### src/rtl/pip_pkg.sv
// ----------------------------------------------------------------------------
// pip_pkg: shared types and constants for the point-in-polygon test
// coordinate widths, command codes and the item record that moves along
// the row of edge cells
// ----------------------------------------------------------------------------
package pip_pkg;

    localparam int COORD_W = 24;           // signed coordinate width
    localparam int DIFF_W  = COORD_W + 1;  // difference of two coordinates
    localparam int PROD_W  = 2 * DIFF_W;   // exact product of two differences
    localparam int IDX_W   = 4;            // vertex slot field width
    localparam int COUNT_W = 5;            // vertex count register width

    typedef enum logic
    {
        CMD_WRITE = 1'b0,
        CMD_TEST  = 1'b1
    } cmd_t;

    // one item in flight: the command, its coordinates and the running
    // state of a test (previous vertex, first vertex, parity so far)
    typedef struct packed
    {
        cmd_t                      cmd;
        logic [IDX_W-1:0]          idx;
        logic signed [COORD_W-1:0] x;
        logic signed [COORD_W-1:0] y;
        logic signed [COORD_W-1:0] px;
        logic signed [COORD_W-1:0] py;
        logic signed [COORD_W-1:0] fx;
        logic signed [COORD_W-1:0] fy;
        logic                      parity;
    } item_t;

endpackage

### src/rtl/pip_edge_eval.sv
// ----------------------------------------------------------------------------
// pip_edge_eval: three-register edge crossing check
// decides whether the ray from the item's point crosses edge j->i and
// toggles the item's parity bit; exact cross-multiplied compare
// ----------------------------------------------------------------------------
module pip_edge_eval
(
    input  logic                               clk,
    input  logic                               rst_n,
    input  logic                               en,
    input  logic                               in_valid,
    input  pip_pkg::item_t                     in_item,
    input  logic                               edge_on,
    input  logic signed [pip_pkg::COORD_W-1:0] xi,
    input  logic signed [pip_pkg::COORD_W-1:0] yi,
    input  logic signed [pip_pkg::COORD_W-1:0] xj,
    input  logic signed [pip_pkg::COORD_W-1:0] yj,
    output logic                               out_valid,
    output pip_pkg::item_t                     out_item
);

    // stage 1: differences and straddle
    logic                              v1_reg;
    pip_pkg::item_t                    item1_reg;
    logic                              hit1_reg, hit1_next;
    logic                              up1_reg, up1_next;
    logic signed [pip_pkg::DIFF_W-1:0] dxp_reg, dxp_next;
    logic signed [pip_pkg::DIFF_W-1:0] dye_reg, dye_next;
    logic signed [pip_pkg::DIFF_W-1:0] dxe_reg, dxe_next;
    logic signed [pip_pkg::DIFF_W-1:0] dyp_reg, dyp_next;

    // stage 2: products
    logic                              v2_reg;
    pip_pkg::item_t                    item2_reg;
    logic                              hit2_reg;
    logic                              up2_reg;
    logic signed [pip_pkg::PROD_W-1:0] p1_reg, p1_next;
    logic signed [pip_pkg::PROD_W-1:0] p2_reg, p2_next;

    // stage 3: compare and toggle
    logic                              v3_reg;
    pip_pkg::item_t                    item3_reg, item3_next;
    logic                              left;

    always_comb
    begin
        dxp_next  = {in_item.x[pip_pkg::COORD_W-1], in_item.x} - {xi[pip_pkg::COORD_W-1], xi};
        dyp_next  = {in_item.y[pip_pkg::COORD_W-1], in_item.y} - {yi[pip_pkg::COORD_W-1], yi};
        dxe_next  = {xj[pip_pkg::COORD_W-1], xj} - {xi[pip_pkg::COORD_W-1], xi};
        dye_next  = {yj[pip_pkg::COORD_W-1], yj} - {yi[pip_pkg::COORD_W-1], yi};
        // half-open on y: min <= y < max
        hit1_next = edge_on && (((yi <= in_item.y) && (in_item.y < yj))
                             || ((yj <= in_item.y) && (in_item.y < yi)));
        up1_next  = (yj > yi);
    end

    always_comb
    begin
        p1_next = pip_pkg::PROD_W'(dxp_reg) * pip_pkg::PROD_W'(dye_reg);
        p2_next = pip_pkg::PROD_W'(dxe_reg) * pip_pkg::PROD_W'(dyp_reg);
    end

    always_comb
    begin
        left       = up2_reg ? (p1_reg < p2_reg) : (p1_reg > p2_reg);
        item3_next = item2_reg;
        if (hit2_reg && left)
        begin
            item3_next.parity = !item2_reg.parity;
        end
    end

    always_ff @(posedge clk or negedge rst_n)
    begin
        if (!rst_n)
        begin
            v1_reg <= 1'b0;
            v2_reg <= 1'b0;
            v3_reg <= 1'b0;
        end
        else if (en)
        begin
            v1_reg <= in_valid;
            v2_reg <= v1_reg;
            v3_reg <= v2_reg;
        end
    end

    always_ff @(posedge clk)
    begin
        if (en)
        begin
            item1_reg <= in_item;
            hit1_reg  <= hit1_next;
            up1_reg   <= up1_next;
            dxp_reg   <= dxp_next;
            dye_reg   <= dye_next;
            dxe_reg   <= dxe_next;
            dyp_reg   <= dyp_next;
            item2_reg <= item1_reg;
            hit2_reg  <= hit1_reg;
            up2_reg   <= up1_reg;
            p1_reg    <= p1_next;
            p2_reg    <= p2_next;
            item3_reg <= item3_next;
        end
    end

    assign out_valid = v3_reg;
    assign out_item  = item3_reg;

endmodule

### src/rtl/pip_cell.sv
// ----------------------------------------------------------------------------
// pip_cell: one vertex slot of the polygon chain
// holds vertex INDEX, captures writes to its slot as they pass, and checks
// the edge from the previous vertex to this one for passing tests
// ----------------------------------------------------------------------------
module pip_cell
#(
    parameter int INDEX = 0
)
(
    input  logic                          clk,
    input  logic                          rst_n,
    input  logic                          en,
    input  logic [pip_pkg::COUNT_W-1:0]   count,
    input  logic                          in_valid,
    input  pip_pkg::item_t                in_item,
    output logic                          out_valid,
    output pip_pkg::item_t                out_item
);

    logic signed [pip_pkg::COORD_W-1:0] x_reg;
    logic signed [pip_pkg::COORD_W-1:0] y_reg;
    logic                               in_use;
    logic                               is_test;
    logic                               edge_on;
    pip_pkg::item_t                     mod_item;

    assign in_use  = (32'(count) > 32'(INDEX));
    assign is_test = in_valid && (in_item.cmd == pip_pkg::CMD_TEST);
    // slot zero has no edge of its own; the closing edge covers it
    assign edge_on = is_test && in_use && (INDEX != 0);

    always_comb
    begin
        mod_item = in_item;
        if (is_test && in_use)
        begin
            mod_item.px = x_reg;
            mod_item.py = y_reg;
            if (INDEX == 0)
            begin
                mod_item.fx = x_reg;
                mod_item.fy = y_reg;
            end
        end
    end

    // vertex slot, no reset: the user must keep unwritten slots from being read by a valid query; not enforced here
    always_ff @(posedge clk)
    begin
        if (en && in_valid && (in_item.cmd == pip_pkg::CMD_WRITE)
            && (32'(in_item.idx) == 32'(INDEX)))
        begin
            x_reg <= in_item.x;
            y_reg <= in_item.y;
        end
    end

    pip_edge_eval u_eval
    (
        .clk       (clk),
        .rst_n     (rst_n),
        .en        (en),
        .in_valid  (in_valid),
        .in_item   (mod_item),
        .edge_on   (edge_on),
        .xi        (x_reg),
        .yi        (y_reg),
        .xj        (in_item.px),
        .yj        (in_item.py),
        .out_valid (out_valid),
        .out_item  (out_item)
    );

endmodule

### config.mk
export PLATFORM = sky130hd
export DESIGN_NAME = pip_cell
export DESIGN_NICKNAME = d
export VERILOG_FILES = /design/src/rtl/pip_pkg.sv /design/src/rtl/pip_edge_eval.sv /design/src/rtl/pip_cell.sv
export SDC_FILE = /design/constraint.sdc
export NUM_CORES = 1
export LEC_CHECK = 0
export ABC_CLOCK_PERIOD_IN_PS = 2600
export BUFFER_PORTS_ARGS = -buffer_cell sky130_fd_sc_hd__buf_4
export CORE_AREA = 2 2 219 135
export DETAILED_ROUTE_END_ITERATION = 8
export DIE_AREA = 0 0 221 137
export GPL_TIMING_DRIVEN = 0
export HOLD_SLACK_MARGIN = 0.06
export PLACE_DENSITY = 0.83
export RECOVER_POWER = 100
export SLEW_MARGIN = 5
export SYNTH_ARGS = -nofsm -noshare
export SYNTH_HDL_FRONTEND = slang
export SYNTH_SLANG_ARGS = --single-unit
### constraint.sdc
create_clock -name clk -period 2.6 [get_ports clk]
set_clock_uncertainty 0.2 [all_clocks]
set_input_delay 0.13 -clock clk [delete_from_list [all_inputs] [get_ports clk]]
set_output_delay 0.13 -clock clk [all_outputs]
set_load 0.005 [all_outputs]
; After elaboration in Yosys (flattened, before gate mapping)
; Index checks and enable logic that the tools add are counted.
[totals]
register_bits = 501
input_bits = 159
output_inout_bits = 151
elab_cells = 41
[classes]
n_lt_le_gt_ge = 1
muxes = 1
n_bitwise = 1
n_reduce_logical = 6
[ops]
columns = operator, count
row1 = 96-bit 2-to-1 mux, 1
row2 = 5-bit by 1-bit greater-than comparator with 1-bit output (second input constant), 1
row3 = 1-bit logical AND, 5
row4 = 4-bit logical NOT, 1
row5 = 1-bit inverter, 1

; Logic depth before layout (Yosys ltp)
[depth]
ltp_word = 3
ltp_mapped = 6
mapped_depth_nobuf = 3

; Modules after synthesis
; From an unflattened synthesis, not the netlist that was laid out.
[hier_totals]
hier_cells = 6739
hier_area_um2 = 74828.0
[by_module_without_submodules]
columns = mod, instances, cells_per_inst, area_per_inst_um2
row1 = pip_edge_eval, 1, 6578, 71987.8
row2 = pip_cell, 1, 161, 2840.2

; Worst setup path before layout
; No wires, ideal clock.
[synth_timing]
path_kind = input -> register
startpoint = input port in_item[149] in the netlist's numbering
endpoint = register x_reg[0] in the netlist's numbering, enable pin
setup_ns = 0.513
arrival_time_ns = 3.930
t_required_ns = 1.887
path_slack_ns = -2.043
stages = 2
n_path_buf = 0
cell_sequence = or4_1 > nor3_1
[synth_via]
elab_chain_cells = 3
[synth_rtl]
columns = item, line_no
row1 = start: declaration, pip_cell.sv:16  ; input pip_pkg::item_t in_item,
row2 = 1-bit inverter, pip_cell.sv:51  ; if (en && in_valid && (in_item.cmd == pip_pkg::CMD_WRITE)
row3 = 1-bit logical AND, pip_cell.sv:51
row4 = 1-bit logical AND, pip_cell.sv:52  ; && (32'(in_item.idx) == 32'(INDEX)))
row5 = end signal: assignment, pip_cell.sv:54  ; x_reg <= in_item.x;
row6 = end: declaration, pip_cell.sv:21  ; logic signed [pip_pkg::COORD_W-1:0] x_reg;
; No other way between the ends.
; A chain may end at the register's enable or synchronous reset.

==> results.yml <==
status:
  status: "finished, violations left"
  violations: "hold timing, slew limit"
die:
  die_area_mm2: 0.03028
  die_y_um: 137
  start_util_pct: 58.17
  num_io_pins: 310
  die_w_um: 221
  fp-row-count: 48
  coreArea_mm2: 0.02829
global_route:
  grt_max_degree: 125
  grt_pass1_wl_um: 49180
  grt_pass1_vias: 8154
  overflow: 0
  grt_use_total_pct: 22.14
  antenna_found_initial: 4
power_and_ir_drop:
  p_sw_share_pct: 20.14
  clock_power_share_pct: 35.9
  switchingPower_w: 0.003311
  seqPwrFrac_pct: 58.2
  pwr-share-comb_pct: 5.9
  p_leak_nw: 7.865
  p_int_w: 0.01313
  peakVddDrop_mv: 0.7204
  power.density_mw_per_mm2: 755.9
worst_setup_path:
  reg2reg_to: "u_eval.v2_reg$_DFFE_PN0P_"
  ff2ff_path_depth: 2
  crit_required_ns: 2.68
  worstSetupPathType: "in -> reg"
  cp_slowest_cell: "dlymetal6s2s_1"
  reg2reg_slack_ns: 1.03
  cpPeakStageDelay_ns: 0.72
  r2r-start: "u_eval.v2_reg$_DFFE_PN0P_"
  path_max_fanout: 10
  path_cells: "dlygate4sd3_1 > clkbuf_1 > o311a_1 > clkbuf_2 > dlymetal6s2s_1 > buf_12 > mux2_1"
  cp.arrival_ns: 2.56
  start_kind: "input port"
  end_kind: "flop"
timing:
  worstMarginPinSlew_ns: 1.525
  period_share_pct: 95.61
  period_minus_slack_ns: 2.486
  whs_ns: -0.05797
  fmax_mhz: 402.3
  slew_headroom_pct: -1.650
  finalHoldViolations: 79
  finalMaxSlewViolations: 113
  grt_setup_unrepaired: "no"
  setup-tns-final_ns: 0
  setup_viol: 0
placement:
  placed_area_mm2: 0.01939
  gp_congestion: 0.7757
  dp.cells: 1307
  hpwl_um: 19680
  portBuffers: 309
clock_tree:
  cts.clk_slew.worst_paths_ns: 0.06
  cts_tree: "built"
  clockRootBuffer: "clkbuf_16"
  cts.sinks: 501
  hold_buffers: 156
  clk-insertion-delay-late_ns: 0.54
  clockBufferDepth: 3
  numCtsBuffers: 43
  cts_setup_buffers: 0
  h-tree-depth: 2
  cts-resized-gates: 0
yosys:
  yosysWarnings: 0
  synth.top_cell.area_share_pct: 90.88
  synth_cells: 617
  ys_seq_area_share_pct: 91.33
  yosys-top-cells-area: "edfxtp_1 91%, mux2_2 4.0%, mux2_4 3.6%"
  synthesis.nets: 776
  ys_ff_latch: 501
  avgSynthCellArea_um2: 26.67
  synth_area_mm2: 0.01646
  yosys.area.top_type: "edfxtp_1"
  synthDistinctLibCells: 15
finish:
  layout_commonest_cell: "edfxtp_1"
  layout_common_cells: "498 x edfxtp_1, 156 x dlygate4sd3_1, 119 x clkbuf_1"
  final_cells: 1540
  syn2layout_area_growth_pct: 32.19
  layout.nets: 1292
  fill_cells: 1429
  layout-drive-gt1-share_pct: 31.24
  fin_area_mm2: 0.02175
drt:
  ant_nets: 0
  first_pass_iters: 5
  drtIter0Drc: 691
  vias: 7876
  drc: 0
  avgViaCountPerCell: 5.114
  wire_per_inst_um: 22.02
  drt_wl_total_um: 33910
min_path:
  min_from: "en"
  holdPathStages: 1
  hp-class: "in -> reg"
  whs_endpoint: "u_eval.item1_reg[149]$_DFFE_PP_"
flow_run:
  drv_cap: 0
## area by class of cell
type	count	area (µm²)	area share, %
sequential	501	15030	69.09
buffer	11	121.4	0.5580
tap	375	469.2	2.157
inverter	1	3.754	0.01726
timing repair buffer	471	3582	16.47
clock buffer	56	1125	5.171
antenna	3	7.507	0.03451
clock inverter	18	126.4	0.5810
multi-input combinational	104	1287	5.919
## synthesized netlist by cell type (all sizes together)
library cell and count:
inv 1, buf 11, dfrtp 3, edfxtp 498, o21ai 1, nor3 1, mux2 98, nand2 1
o311a 1, or3 1, or4 1
## worst max path at each step
stage	cells after the start	slack, ns	to	start
3_3_place_gp	3	-5.19	x_reg[3]$_DFFE_PP_	en
3_5_place_dp	5	-0.01	x_reg[3]$_DFFE_PP_	en
4_1_cts	6	0.19	x_reg[17]$_DFFE_PP_	in_item[149]
2_1_floorplan	2	0.11	x_reg[0]$_DFFE_PP_	in_item[149]
6_report	7	0.11	u_eval.item1_reg[62]$_DFFE_PP_	in_item[149]
5_1_grt	7	0.04	u_eval.item1_reg[94]$_DFFE_PP_	in_item[149]
## metrics by stage
stage	total power, W	utilization (%)	setup slack (ns)
6_report	0.01644	76.90	0.1140
5_1_grt	0.01695	76.90	0.04356
2_1_floorplan	0.009898	-	0.1133
4_1_cts	0.01657	78.49	0.1943
3_5_place_dp	0.01057	68.55	-0.01127
3_3_place_gp	0.01054	68.07	-5.187
## critical path, delay by kind of cell
family	cells	cell delay (ns)
mux	1	0.33
compound gates	1	0.21
buf+inv	5	1.87
## logic make-up (layout without fill, tap and decap cells)
group                  count (synthesis)  after routing  share of synthesized area (%)
AO/OA/AOI/OAI                          2              2                        0.09121
multiplexers                          98             98                          7.619
AND/OR/NAND/NOR                        4              4                         0.1369
buffers and inverters                 12            557                         0.8211
flip-flops                           501            501                          91.33
other                                  0              3                              0
## power groups by stage
| stage | combinational, W | clock [W] | sequential (W) |
|---|---|---|---|
| floorplan | 0.000193 | 0 | 0.00971 |
| global placement | 0.000795 | 0 | 0.00974 |
| detailed placement | 0.000839 | 0 | 0.00973 |
| CTS | 0.00105 | 0.00596 | 0.00956 |
| global route | 0.00103 | 0.00632 | 0.00961 |
| finish | 0.000965 | 0.00590 | 0.00957 |
## metal layers
metal  vias to the layer above  share of wire (%)  GRT usage (%)
li1                       3528                  -              -
met1                      3993                 39          27.60
met2                       302                 51          37.80
met3                        51                7.9          7.471
met4                         2                1.7          5.817
met5                         -              0.032              0
Note: power is estimated with default switching activity, not from simulation.
